==> src/rtl/assert_macros.svh <==
// Assertion macros shared by the RTL; empty when SYNTHESIS is defined.
`ifndef ASSERT_MACROS_SVH
`define ASSERT_MACROS_SVH
`ifndef SYNTHESIS
`define CMSC_ASSERT(label, clk, rstn, prop) \
    label: assert property (@(posedge clk) disable iff (!rstn) prop) \
        else $error("assertion failed");
`define CMSC_NEVER(label, clk, rstn, expr) \
    label: assert property (@(posedge clk) disable iff (!rstn) !(expr)) \
        else $error("forbidden condition seen");
`else
`define CMSC_ASSERT(label, clk, rstn, prop)
`define CMSC_NEVER(label, clk, rstn, expr)
`endif
`endif

==> src/rtl/cmsc_pkg.sv <==
// Shared constants, types and helper functions of the counter-mode cipher core.
package cmsc_pkg;

    localparam int unsigned WORD_W      = 64;
    localparam int unsigned HALF_W      = 32;
    localparam int unsigned COUNT_W     = 4;
    localparam int unsigned BYTES       = 8;
    localparam int unsigned SCHED_N     = 4;
    localparam int unsigned SCHED_IDX_W = 2;

    localparam logic [WORD_W-1:0] MIX_MUL_A   = 64'hbf58476d1ce4e5b9;
    localparam logic [WORD_W-1:0] MIX_MUL_B   = 64'h94d049bb133111eb;
    localparam logic [WORD_W-1:0] GOLDEN_STEP = 64'h9e3779b97f4a7c15;

    localparam int unsigned SHIFT_IN  = 30;
    localparam int unsigned SHIFT_MID = 27;
    localparam int unsigned SHIFT_OUT = 31;

    // register index of cipher_key (paddr[3])
    localparam logic KEY_REG_INDEX = 1'b0;

    typedef enum logic [3:0] {
        ST_KEY_LOAD,
        ST_IDLE,
        ST_MUL_A0,
        ST_MUL_A1,
        ST_MUL_A2,
        ST_MID,
        ST_MUL_B0,
        ST_MUL_B1,
        ST_MUL_B2,
        ST_DONE
    } state_t;

    typedef enum logic [3:0] {
        OP_NOP,
        OP_LOAD_KEY,
        OP_LOAD_ITEM,
        OP_MUL_LO,
        OP_MUL_CROSS_A,
        OP_MUL_CROSS_B,
        OP_MID,
        OP_STORE_SCHED,
        OP_EMIT
    } dp_op_t;

    typedef struct packed {
        dp_op_t                 op;
        logic                   mul_sel_b;
        logic [SCHED_IDX_W-1:0] sched_idx;
    } dp_cmd_t;

    typedef struct packed {
        logic out_free;
    } dp_status_t;

    function automatic logic [WORD_W-1:0] golden_multiple(input logic [SCHED_IDX_W-1:0] idx);
        logic [WORD_W-1:0] r;
        begin
            case (idx)
                2'd0:    r = '0;
                2'd1:    r = GOLDEN_STEP;
                2'd2:    r = 64'(GOLDEN_STEP << 1);
                2'd3:    r = GOLDEN_STEP + 64'(GOLDEN_STEP << 1);
                default: r = '0;
            endcase
            return r;
        end
    endfunction

    // byte n kept when count > n; counts of 8 and above keep all bytes
    function automatic logic [WORD_W-1:0] byte_keep(input logic [COUNT_W-1:0] count);
        logic [WORD_W-1:0] m;
        begin
            for (int b = 0; b < BYTES; b++) begin
                m[8*b +: 8] = (count > COUNT_W'(b)) ? 8'hFF : 8'h00;
            end
            return m;
        end
    endfunction

endpackage

==> src/rtl/cmsc_datapath.sv <==
// Datapath: schedule store, block counter, shared 32x32 multiplier and result register.
module cmsc_datapath (
    input  logic                                  aclk,
    input  logic                                  aresetn,
    input  cmsc_pkg::dp_cmd_t                     cmd,
    output cmsc_pkg::dp_status_t                  status,
    input  logic [cmsc_pkg::WORD_W-1:0]           key_value,
    input  logic                                  in_start,
    input  logic [cmsc_pkg::WORD_W-1:0]           in_nonce,
    input  logic [cmsc_pkg::WORD_W-1:0]           in_data,
    input  logic [cmsc_pkg::COUNT_W-1:0]          in_count,
    output logic                                  out_valid,
    input  logic                                  out_ready,
    output logic [cmsc_pkg::WORD_W-1:0]           out_word,
    output logic [cmsc_pkg::COUNT_W-1:0]          out_count
);

    logic [cmsc_pkg::WORD_W-1:0]  sched_reg [cmsc_pkg::SCHED_N];
    logic [cmsc_pkg::WORD_W-1:0]  sched_next [cmsc_pkg::SCHED_N];
    logic [cmsc_pkg::WORD_W-1:0]  counter_reg, counter_next;
    logic [cmsc_pkg::WORD_W-1:0]  v_reg, v_next;
    logic [cmsc_pkg::WORD_W-1:0]  acc_reg, acc_next;
    logic [cmsc_pkg::WORD_W-1:0]  data_reg, data_next;
    logic [cmsc_pkg::COUNT_W-1:0] count_reg, count_next;
    logic [cmsc_pkg::WORD_W-1:0]  out_word_reg, out_word_next;
    logic [cmsc_pkg::COUNT_W-1:0] out_count_reg, out_count_next;
    logic                         out_valid_reg, out_valid_next;

    logic [cmsc_pkg::WORD_W-1:0]  key_base, key_x, item_ctr, item_x, final_mix, mul_const;
    logic [cmsc_pkg::HALF_W-1:0]  mul_a, mul_c;
    logic [cmsc_pkg::WORD_W-1:0]  prod;

    // key zero expands as key one
    assign key_base  = (key_value == '0) ? 64'd1 : key_value;
    assign key_x     = key_base + cmsc_pkg::golden_multiple(cmd.sched_idx);
    assign item_ctr  = in_start ? in_nonce : counter_reg;
    assign item_x    = sched_reg[item_ctr[cmsc_pkg::SCHED_IDX_W-1:0]] ^ item_ctr;
    assign final_mix = acc_reg ^ (acc_reg >> cmsc_pkg::SHIFT_OUT);

    // low 64 bits of v*C = vL*cL + ((vL*cH + vH*cL) << 32)
    assign mul_const = cmd.mul_sel_b ? cmsc_pkg::MIX_MUL_B : cmsc_pkg::MIX_MUL_A;
    assign mul_a = (cmd.op == cmsc_pkg::OP_MUL_CROSS_B) ? v_reg[63:32] : v_reg[31:0];
    assign mul_c = (cmd.op == cmsc_pkg::OP_MUL_CROSS_A) ? mul_const[63:32] : mul_const[31:0];
    assign prod  = 64'(mul_a) * 64'(mul_c);

    always_comb begin
        sched_next     = sched_reg;
        counter_next   = counter_reg;
        v_next         = v_reg;
        acc_next       = acc_reg;
        data_next      = data_reg;
        count_next     = count_reg;
        out_word_next  = out_word_reg;
        out_count_next = out_count_reg;
        out_valid_next = out_valid_reg && !out_ready;
        case (cmd.op)
            cmsc_pkg::OP_LOAD_KEY: begin
                v_next = key_x ^ (key_x >> cmsc_pkg::SHIFT_IN);
            end
            cmsc_pkg::OP_LOAD_ITEM: begin
                counter_next = item_ctr;
                data_next    = in_data;
                count_next   = in_count;
                v_next       = item_x ^ (item_x >> cmsc_pkg::SHIFT_IN);
            end
            cmsc_pkg::OP_MUL_LO: begin
                acc_next = prod;
            end
            cmsc_pkg::OP_MUL_CROSS_A, cmsc_pkg::OP_MUL_CROSS_B: begin
                acc_next = {acc_reg[63:32] + prod[31:0], acc_reg[31:0]};
            end
            cmsc_pkg::OP_MID: begin
                v_next = acc_reg ^ (acc_reg >> cmsc_pkg::SHIFT_MID);
            end
            cmsc_pkg::OP_STORE_SCHED: begin
                sched_next[cmd.sched_idx] = final_mix;
            end
            cmsc_pkg::OP_EMIT: begin
                out_word_next  = (data_reg ^ final_mix) & cmsc_pkg::byte_keep(count_reg);
                out_count_next = count_reg;
                out_valid_next = 1'b1;
                counter_next   = counter_reg + 64'd1;
            end
            default: begin
            end
        endcase
    end

    always_ff @(posedge aclk) begin
        if (!aresetn) begin
            counter_reg   <= '0;
            out_valid_reg <= 1'b0;
        end else begin
            counter_reg   <= counter_next;
            out_valid_reg <= out_valid_next;
        end
    end

    always_ff @(posedge aclk) begin
        sched_reg     <= sched_next;
        v_reg         <= v_next;
        acc_reg       <= acc_next;
        data_reg      <= data_next;
        count_reg     <= count_next;
        out_word_reg  <= out_word_next;
        out_count_reg <= out_count_next;
    end

    assign status.out_free = !out_valid_reg || out_ready;
    assign out_valid       = out_valid_reg;
    assign out_word        = out_word_reg;
    assign out_count       = out_count_reg;

endmodule

==> src/rtl/cmsc_ctrl.sv <==
// Controller FSM: sequences key expansion and per-word mixing on the datapath.
`include "assert_macros.svh"
module cmsc_ctrl (
    input  logic                 aclk,
    input  logic                 aresetn,
    input  logic                 key_wr,
    input  logic                 in_valid,
    output logic                 in_ready,
    output cmsc_pkg::dp_cmd_t    cmd,
    input  cmsc_pkg::dp_status_t status
);

    cmsc_pkg::state_t                   state_reg, state_next;
    logic [cmsc_pkg::SCHED_IDX_W-1:0]   idx_reg, idx_next;
    logic                               expanding_reg, expanding_next;
    logic                               last_idx;

    assign last_idx = (idx_reg == cmsc_pkg::SCHED_IDX_W'(cmsc_pkg::SCHED_N - 1));

    // next state
    always_comb begin
        state_next     = state_reg;
        idx_next       = idx_reg;
        expanding_next = expanding_reg;
        if (key_wr) begin
            state_next     = cmsc_pkg::ST_KEY_LOAD;
            idx_next       = '0;
            expanding_next = 1'b1;
        end else begin
            unique case (state_reg)
                cmsc_pkg::ST_KEY_LOAD: state_next = cmsc_pkg::ST_MUL_A0;
                cmsc_pkg::ST_IDLE: begin
                    if (in_valid) begin
                        state_next     = cmsc_pkg::ST_MUL_A0;
                        expanding_next = 1'b0;
                    end
                end
                cmsc_pkg::ST_MUL_A0: state_next = cmsc_pkg::ST_MUL_A1;
                cmsc_pkg::ST_MUL_A1: state_next = cmsc_pkg::ST_MUL_A2;
                cmsc_pkg::ST_MUL_A2: state_next = cmsc_pkg::ST_MID;
                cmsc_pkg::ST_MID:    state_next = cmsc_pkg::ST_MUL_B0;
                cmsc_pkg::ST_MUL_B0: state_next = cmsc_pkg::ST_MUL_B1;
                cmsc_pkg::ST_MUL_B1: state_next = cmsc_pkg::ST_MUL_B2;
                cmsc_pkg::ST_MUL_B2: state_next = cmsc_pkg::ST_DONE;
                cmsc_pkg::ST_DONE: begin
                    if (expanding_reg) begin
                        if (last_idx) begin
                            state_next     = cmsc_pkg::ST_IDLE;
                            expanding_next = 1'b0;
                        end else begin
                            state_next = cmsc_pkg::ST_KEY_LOAD;
                            idx_next   = idx_reg + 1'b1;
                        end
                    end else if (status.out_free) begin
                        state_next = cmsc_pkg::ST_IDLE;
                    end
                end
                default: state_next = cmsc_pkg::ST_IDLE;
            endcase
        end
    end

    // outputs
    always_comb begin
        in_ready      = 1'b0;
        cmd.op        = cmsc_pkg::OP_NOP;
        cmd.mul_sel_b = 1'b0;
        cmd.sched_idx = idx_reg;
        unique case (state_reg)
            cmsc_pkg::ST_KEY_LOAD: cmd.op = cmsc_pkg::OP_LOAD_KEY;
            cmsc_pkg::ST_IDLE: begin
                in_ready = !key_wr;
                if (in_valid && !key_wr) begin
                    cmd.op = cmsc_pkg::OP_LOAD_ITEM;
                end
            end
            cmsc_pkg::ST_MUL_A0: cmd.op = cmsc_pkg::OP_MUL_LO;
            cmsc_pkg::ST_MUL_A1: cmd.op = cmsc_pkg::OP_MUL_CROSS_A;
            cmsc_pkg::ST_MUL_A2: cmd.op = cmsc_pkg::OP_MUL_CROSS_B;
            cmsc_pkg::ST_MID:    cmd.op = cmsc_pkg::OP_MID;
            cmsc_pkg::ST_MUL_B0: begin
                cmd.op        = cmsc_pkg::OP_MUL_LO;
                cmd.mul_sel_b = 1'b1;
            end
            cmsc_pkg::ST_MUL_B1: begin
                cmd.op        = cmsc_pkg::OP_MUL_CROSS_A;
                cmd.mul_sel_b = 1'b1;
            end
            cmsc_pkg::ST_MUL_B2: begin
                cmd.op        = cmsc_pkg::OP_MUL_CROSS_B;
                cmd.mul_sel_b = 1'b1;
            end
            cmsc_pkg::ST_DONE: begin
                if (expanding_reg) begin
                    cmd.op = cmsc_pkg::OP_STORE_SCHED;
                end else if (status.out_free) begin
                    cmd.op = cmsc_pkg::OP_EMIT;
                end
            end
            default: cmd.op = cmsc_pkg::OP_NOP;
        endcase
    end

    always_ff @(posedge aclk) begin
        if (!aresetn) begin
            state_reg     <= cmsc_pkg::ST_KEY_LOAD;
            idx_reg       <= '0;
            expanding_reg <= 1'b1;
        end else begin
            state_reg     <= state_next;
            idx_reg       <= idx_next;
            expanding_reg <= expanding_next;
        end
    end

    `CMSC_ASSERT(a_accept_starts_mix, aclk, aresetn,
        (in_valid && in_ready) |=> (state_reg == cmsc_pkg::ST_MUL_A0 && !expanding_reg))
    `CMSC_ASSERT(a_key_write_restarts, aclk, aresetn,
        key_wr |=> (state_reg == cmsc_pkg::ST_KEY_LOAD && idx_reg == '0 && expanding_reg))
    `CMSC_NEVER(a_emit_needs_room, aclk, aresetn,
        cmd.op == cmsc_pkg::OP_EMIT && !status.out_free)
    `CMSC_NEVER(a_no_accept_while_expanding, aclk, aresetn,
        in_ready && expanding_reg)

endmodule

==> src/rtl/counter_mode_stream_cipher_core.sv <==
// A word accepted on s_ goes through the mixing states and DONE, then is registered onto
// m_tvalid; no new word is taken before it leaves DONE. One shared 32x32 multiplier runs
// the mixer (three partial products per 64-bit multiply, two multiplies per word). A
// finished word waits in the m_ register while the next word is already taken in.
// Reset (aresetn low, synchronous) zeroes key and counter, then expands the schedule of
// key one; every key write reruns that expansion, s_tready low.
module counter_mode_stream_cipher_core (
    input  logic          aclk,
    input  logic          aresetn,
    // configuration port, cipher_key at byte address 0
    input  logic          psel,
    input  logic          penable,
    input  logic          pwrite,
    input  logic [3:0]    paddr,
    input  logic [63:0]   pwdata,
    output logic [63:0]   prdata,
    output logic          pready,
    // input transactions
    input  logic          s_tvalid,
    output logic          s_tready,
    input  logic [135:0]  s_tdata,  // nonce_value[63:0], data_word[127:64],
                                    // byte_count[131:128], zero pad [135:132]
    input  logic          s_tuser,  // start_buffer
    // result transactions
    output logic          m_tvalid,
    input  logic          m_tready,
    output logic [71:0]   m_tdata   // crypt_word[63:0], out_byte_count[67:64],
                                    // zero pad [71:68]
);

    logic [cmsc_pkg::WORD_W-1:0]  key_reg, key_next;
    logic                         key_wr;
    cmsc_pkg::dp_cmd_t            dp_cmd;
    cmsc_pkg::dp_status_t         dp_status;
    logic [cmsc_pkg::WORD_W-1:0]  crypt_word;
    logic [cmsc_pkg::COUNT_W-1:0] out_byte_count;

    // Register file: only cipher_key exists; paddr[3] is the register index
    // (8-byte spacing), writes to any other index are dropped.
    assign pready = 1'b1;
    assign key_wr = psel && penable && pwrite && pready && (paddr[3] == cmsc_pkg::KEY_REG_INDEX);

    always_comb begin
        key_next = key_reg;
        if (key_wr) begin
            key_next = pwdata;
        end
    end

    always_ff @(posedge aclk) begin
        if (!aresetn) begin
            key_reg <= '0;
        end else begin
            key_reg <= key_next;
        end
    end

    assign prdata = (paddr[3] == cmsc_pkg::KEY_REG_INDEX) ? key_reg : '0;

    // The controller also sees the key write so it can restart the expansion;
    // the datapath picks up the new key value in the cycle after, at the load step.
    cmsc_ctrl u_ctrl (
        .aclk     (aclk),
        .aresetn  (aresetn),
        .key_wr   (key_wr),
        .in_valid (s_tvalid),
        .in_ready (s_tready),
        .cmd      (dp_cmd),
        .status   (dp_status)
    );

    cmsc_datapath u_datapath (
        .aclk      (aclk),
        .aresetn   (aresetn),
        .cmd       (dp_cmd),
        .status    (dp_status),
        .key_value (key_reg),
        .in_start  (s_tuser),
        .in_nonce  (s_tdata[63:0]),
        .in_data   (s_tdata[127:64]),
        .in_count  (s_tdata[131:128]),
        .out_valid (m_tvalid),
        .out_ready (m_tready),
        .out_word  (crypt_word),
        .out_count (out_byte_count)
    );

    // result packing, pad bits tied low
    assign m_tdata = {4'b0000, out_byte_count, crypt_word};

endmodule

==> config.mk <==
export PLATFORM = sky130hd
export DESIGN_NAME = counter_mode_stream_cipher_core
export DESIGN_NICKNAME = d
export VERILOG_FILES = /design/src/rtl/cmsc_pkg.sv /design/src/rtl/cmsc_datapath.sv /design/src/rtl/cmsc_ctrl.sv /design/src/rtl/counter_mode_stream_cipher_core.sv
export VERILOG_INCLUDE_DIRS = /design/src /design/src/rtl
export SDC_FILE = /design/constraint.sdc
export NUM_CORES = 2
export LEC_CHECK = 0
export BUFFER_PORTS_ARGS = -buffer_cell sky130_fd_sc_hd__buf_2
export CORE_ASPECT_RATIO = 0.8
export CORE_MARGIN = 8
export CORE_UTILIZATION = 60
export DETAILED_ROUTE_END_ITERATION = 7
export HOLD_SLACK_MARGIN = 0.15
export PLACE_DENSITY_LB_ADDON = 0.15
export SETUP_SLACK_MARGIN = 0.2
export SLEW_MARGIN = 40
export SYNTH_ARGS = -nofsm -noshare
export SYNTH_HDL_FRONTEND = slang
export SYNTH_SLANG_ARGS = --single-unit
==> constraint.sdc <==
create_clock -name aclk -period 25 [get_ports aclk]
set_input_delay 2.5 -clock aclk [delete_from_list [all_inputs] [get_ports aclk]]
set_output_delay 2.5 -clock aclk [all_outputs]
set_load 0.05 [all_outputs]
# Yosys cells after proc, flatten, opt, wreduce, memory -nomap -nowiden
# Cells that the tools add are included.
word_totals:
  reg_bits: 656
  out_inout_bits: 139
  elab_cells: 135
classes:
  addsub: 4
  n_mul: 1
  magnitude_cmp: 11
  n_eq_ne: 22
  mux: 40
  bitwise_logic: 13
  reduce_logical: 27
ops:
  columns: ["cell", "count"]
  rows:
  - ["$mux W64", 6]
  - ["$bwmux W256", 1]
  - ["$pmux W64 S2", 2]
  - ["$pmux W64 S4", 1]
  - ["$pmux W64 S3", 1]
  - ["$bmux W64 S2", 1]
  - ["$demux W64 S2", 1]
  - ["$xor A64 B34 Y64", 2]
  - ["$xor A64 B64 Y64", 2]
  - ["$add A64 B1 Y64 const B", 1]
  - ["$add A64 B64 Y64", 1]
  - ["$and A64 B64 Y64", 1]
  - ["$logic_not A64 Y1", 1]
  - ["$mul A32 B32 Y64", 1]
  - ["$mux W32", 2]
  - ["$mux W8", 8]
  - ["$xor A64 B33 Y64", 1]
  - ["$xor A64 B37 Y64", 1]
  - ["$mux W62", 1]
  - ["$pmux W4 S10", 1]
  - ["$add A32 B32 Y32", 1]
  - ["$eq A4 B3 Y1 const B", 8]
  - ["$pmux W4 S7", 1]
  - ["$mux W4", 5]
  - ["29 further kinds", 67]

# Logic depth before layout (Yosys ltp)
depth:
  depth_word: 12
  depth_mapped: 44
  depth_no_buf: 40

# Modules after synthesis
# From an unflattened synthesis, not the netlist that was laid out.
hier_totals:
  cells_unflattened: 6010
  hier_area_um2: 64006.4
by_module_without_submodules:
  columns: ["module", "instances", "cells_per_inst", "area_per_inst_um2", "seq_area_each_um2"]
  rows:
  - ["cmsc_datapath", 1, 5591, 60481.8, 16916.2]
  - ["counter_mode_stream_cipher_core", 1, 357, 3037.9, 1281.2]
  - ["cmsc_ctrl", 1, 62, 486.7, 140.1]

# Least setup slack after synthesis
# No wires, ideal clock.
synth_path:
  path_type: "register -> register"
  from: "reg u_ctrl.state_reg[3]"
  to: "reg u_datapath.acc_reg[63] in the netlist's numbering (data pin)"
  setup_time_ns: 0.167
  arrival_time_ns: 10.032
  t_required_ns: 24.833
  setup_slack_ns: 14.801
  path_stages_with_launch: 39
  period_less_slack_ns: 10.199
  path_cell_list: "dfxtp_1 > clkbuf_1 > inv_1 > nor4_1 > a31oi_1 > inv_1 > clkbuf_1 > ha_1 > clkbuf_1 > clkbuf_1 > nor2_1 > fa_1 > fa_1 > fa_1 > inv_1 > fa_1 > inv_1 > fa_1 > (+3 left out) > fa_1 > fa_1 > ha_1 > clkbuf_1 > nand4_1 > or4_1 > o221a_2 > o21bai_1 > a21oi_1 > xnor2_1 > ha_1 > a21oi_1 > o21ai_0 > a21oi_1 > o21ai_0 > o22ai_1 > xnor3_1 > a211oi_1"
synth_between:
  elab_chain_len: 8
  elab_cells_between_ends: 26
synth_lines:
  columns: ["item", "line", "text"]
  rows:
  - ["start: declaration", "cmsc_ctrl.sv:13", "cmsc_pkg::state_t state_reg, state_next;"]
  - ["start signal: assignment", "cmsc_ctrl.sv:106", "state_reg <= cmsc_pkg::ST_KEY_LOAD;"]
  - ["start signal: assignment", "cmsc_ctrl.sv:110", "state_reg <= state_next;"]
  - ["$eq A4 B3 Y1, or another cell as far along", "cmsc_ctrl.sv:69", "unique case (state_reg)"]
  - ["$reduce_or A2 Y1 (no source line) / $reduce_or A3 Y1 (equally long branches)", null, null]
  - ["$pmux W4 S7 / $mux W1 (equally long branches)", "cmsc_ctrl.sv:69", null]
  - ["$eq A4 B3 Y1, or another cell as far along", "cmsc_datapath.sv:42, cmsc_datapath.sv:56", null]
  - ["$mux W32 (on tied branches)", "cmsc_datapath.sv:42, cmsc_datapath.sv:43", null]
  - ["$mul A32 B32 Y64", "cmsc_datapath.sv:44", "assign prod = 64'(mul_a) * 64'(mul_c);"]
  - ["$add A32 B32 Y32", "cmsc_datapath.sv:70", "acc_next = {acc_reg[63:32] + prod[31:0], acc_reg[31:0]};"]
  - ["$pmux W64 S2 (*)", "cmsc_datapath.sv:56", "case (cmd.op)"]
  - ["net u_datapath.acc_next (one bit)", "cmsc_datapath.sv:22", "logic [cmsc_pkg::WORD_W-1:0] acc_reg, acc_next;"]
  - ["end signal: assignment", "cmsc_datapath.sv:102", "acc_reg <= acc_next;"]
  - ["end: declaration", "cmsc_datapath.sv:22", null]
# The timed path passes the listed nets; every way through them passes the cells marked *. The select of a mux whose other input is x is not followed.
# A chain may end at the register's enable or synchronous reset.

# Worst setup path in the final report
layout_path:
  from: "reg u_ctrl.state_reg[3]"
  to: "reg u_datapath.acc_reg[61] in the netlist's numbering (data pin)"
# The elaborated chain is that of the path after synthesis.

==> flow_metrics.py <==
metrics = {
    "logic_synthesis": {
        "synth-seq-area-share_pct": 28.51,
        "synth_flop_cell": "edfxtp_1",
        "synth_largest_area_cell": "fa_1",
        "synth_simple_gate_area_share_pct": 10.78,
        "synthXorXnorAreaFrac_pct": 5.773,
        "async_flop_share_pct": 0,
        "synth-adder-area-share_pct": 34.13,
        "synth_mux_area_share_pct": 3.951,
        "yosysTopAreaCellShare_pct": 25.65,
        "synth_compound_area_share_pct": 9.598,
        "ys_seq_elements": 656,
        "synthTopCellsByArea": "fa_1 (26%), edfxtp_1 (24%), ha_1 (8.5%)",
        "avgSynthCellArea_um2": 10.56,
        "syn_inst": 6089,
        "synth_top_family_by_area": "adder cells",
        "synth_area_um2": 64320,
        "synth_edf_count": 520,
        "ys_types": 97,
        "yosysWarningCount": 0,
    },
    "sta": {
        "tightest_slew_ns": 0.9839,
        "finalHoldViolations": 0,
        "skew_ns": 0.05724,
        "setup_viol": 0,
        "rsz0062_at_grt": "no",
        "finalCriticalPeriod_ns": 12.06,
        "fmax_mhz": 82.94,
        "finalMaxSlewViolations": 0,
        "hold_slack_ns": 0.4715,
        "fin_crit_sh_pct": 48.23,
        "setup_tns_ns": 0,
        "fin_ws_ns": 12.94,
        "relSlewSlack_pct": 34.18,
    },
    "routing": {
        "post_drt_via_cell_ratio": 6.114,
        "ant_nets": 0,
        "wl_mm": 207.0,
        "vias": 47356,
        "drtPass1Iterations": 6,
        "drt_iter0_markers": 5697,
        "drc": 0,
        "wire_per_inst_um": 26.72,
    },
    "layout": {
        "layout_commonest_cell": "inv_1",
        "nNetsFinal": 7748,
        "fillers": 8628,
        "drive_gt1_share_pct": 10.46,
        "largest_reg_flops": 256,
        "area_delta_synth_final_pct": 7.726,
        "final_cell_mix": "inv_1 (940), fa_1 (824), edfxtp_1 (520), ha_1 (435), nand2_1 (410)",
        "stdcell_count": 7745,
    },
    "clocking": {
        "clockBufferDepth": 3,
        "cts_made_buffers": 58,
        "clk_pin_slew_ns": 0.07,
        "clock-sinks": 656,
        "clk_latency_ns": 0.66,
        "ctsResizeCount": 0,
        "cts_setup_buffers": 0,
        "cts_root_buffer": "clkbuf_16",
        "htreeDepth": 2,
        "cts_tree": "yes",
        "postCtsHoldBufs": 0,
    },
    "worst_setup_path": {
        "critPathRequiredTime_ns": 25.38,
        "worst-setup-path-type": "register to register",
        "critical_path.max_fanout": 64,
        "start_kind": "register",
        "critPathCaptureType": "register",
        "cp_slowest_stage_delay_ns": 0.67,
        "crit_top_cell": "fa_1",
        "slowest_stage": "xnor2_1",
        "cp_data_arrival_time_ns": 12.43,
    },
    "global_route": {
        "grt_pass1_wl_mm": 307.6,
        "grt_use_total_pct": 34.85,
        "grt_max_degree": 68,
        "grt_pass1_vias": 47288,
        "grt_overflow": 0,
        "antenna_found_initial": 4,
    },
    "die": {
        "core_um2": 106400,
        "die_height_um": 308.9,
        "initial_utilization_pct": 60.43,
        "num_rows": 107,
        "die-width_um": 382.1,
        "io_pins": 351,
        "dieArea_um2": 118000,
    },
    "place": {
        "numPortBuffers": 338,
        "gp_congestion": 1.008,
        "hpwlAfterDp_mm": 166.5,
        "preCtsSetupSlack_ns": 13.18,
        "dp.cells": 7632,
    },
    "run_status": {
        "status": "completed",
    },
    "worst_hold_path": {
        "hold_path.class": "register to register",
    },
    "run": {
        "cap_violations": 0,
    },
}
-- worst max-delay path: cells and delay by family (launching register included) --
| family | cells | cell delay [ns] |
|---|---|---|
| adders and majority gates | 11 | 5.25 |
| buffers and inverters | 10 | 1.76 |
| and+or+nand+nor | 4 | 1.58 |
| AOI/OAI and AO/OA | 9 | 1.43 |
| xor gates and xnor gates | 1 | 0.67 |
| DFF | 1 | 0.63 |
| muxes | 1 | 0.30 |
-- per-layer routing --
layer / GRT usage [%] / vias to the layer above / part of all wire, %
met5: 0.6841 / - / 0.063
met4: 9.454 / 4 / 3.3
met3: 11.61 / 374 / 14
met2: 49.51 / 2849 / 41
met1: 51.29 / 23620 / 41
li1: - / 20509 / -
-- logic make-up (layout without fill, tap and decap cells) --
logic type / Yosys count / count (layout)
AOI/OAI and AO/OA: 923 / 923
xor gates and xnor gates: 413 / 413
adders and majority gates: 1260 / 1260
buffers and inverters: 1232 / 1466
DFF: 656 / 656
muxes: 173 / 173
other: 2 / 7
and+or+nand+nor: 1430 / 1430
-- path summary, 6_finish.rpt --
path	start	end	slack, ns	depth (start not counted)
max	u_ctrl.state_reg[3]$_SDFFE_PP0P_	u_datapath.acc_reg[61]$_DFFE_PP_	12.94	36
min	u_datapath.counter_reg[32]$_SDFFE_PN0P_	u_datapath.counter_reg[32]$_SDFFE_PN0P_	0.47	2
max reg2reg	u_ctrl.state_reg[3]$_SDFFE_PP0P_	u_datapath.acc_reg[61]$_DFFE_PP_	12.94	36
min reg2reg	u_datapath.counter_reg[32]$_SDFFE_PN0P_	u_datapath.counter_reg[32]$_SDFFE_PN0P_	0.47	2
-- through the flow --
stage	instance area (um^2)	utilization [%]
5_1_grt	69290	65.10
6_report	69290	65.10
2_1_floorplan	64330	-
3_5_place_dp	67400	63.33
4_1_cts	69240	65.06
3_3_place_gp	67350	63.28
-- Yosys cell counts (all sizes together), types with 12 or more instances --
master    n
o211ai   24
a21boi   90
a21oi   223
clkbuf  254
nor3     34
nand4    57
buf      31
and2    141
o21ai   182
a31oi    48
a22oi    57
ha      436
o31ai    12
a211oi   31
or3      12
nor2    400
o21bai   32
nand2b   58
edfxtp  520
mux2i    93
a21o    105
dfxtp   136
inv     942
mux4     63
o21a     22
xor2    178
nand3    60
nor2b   124
mux2     17
nor4     30
fa      824
and3     36
nand2   410
and4     16
or2      23
xnor2   228
-- area by class of cell --
| type | instances | area (um^2) | share of cell area [%] |
|---|---|---|---|
| Clock buffer | 72 | 1534 | 2.214 |
| Inverter | 947 | 3562 | 5.141 |
| Clock inverter | 38 | 302.8 | 0.4370 |
| Sequential cell | 656 | 18340 | 26.46 |
| Antenna cell | 2 | 5.005 | 0.007223 |
| Tap cell | 1417 | 1773 | 2.559 |
| Multi-Input combinational cell | 4204 | 41520 | 59.92 |
| Timing Repair Buffer | 409 | 2261 | 3.263 |
Power is not shown: default switching activity piles up to over one toggle a cycle in this logic, so the estimate is an artifact.
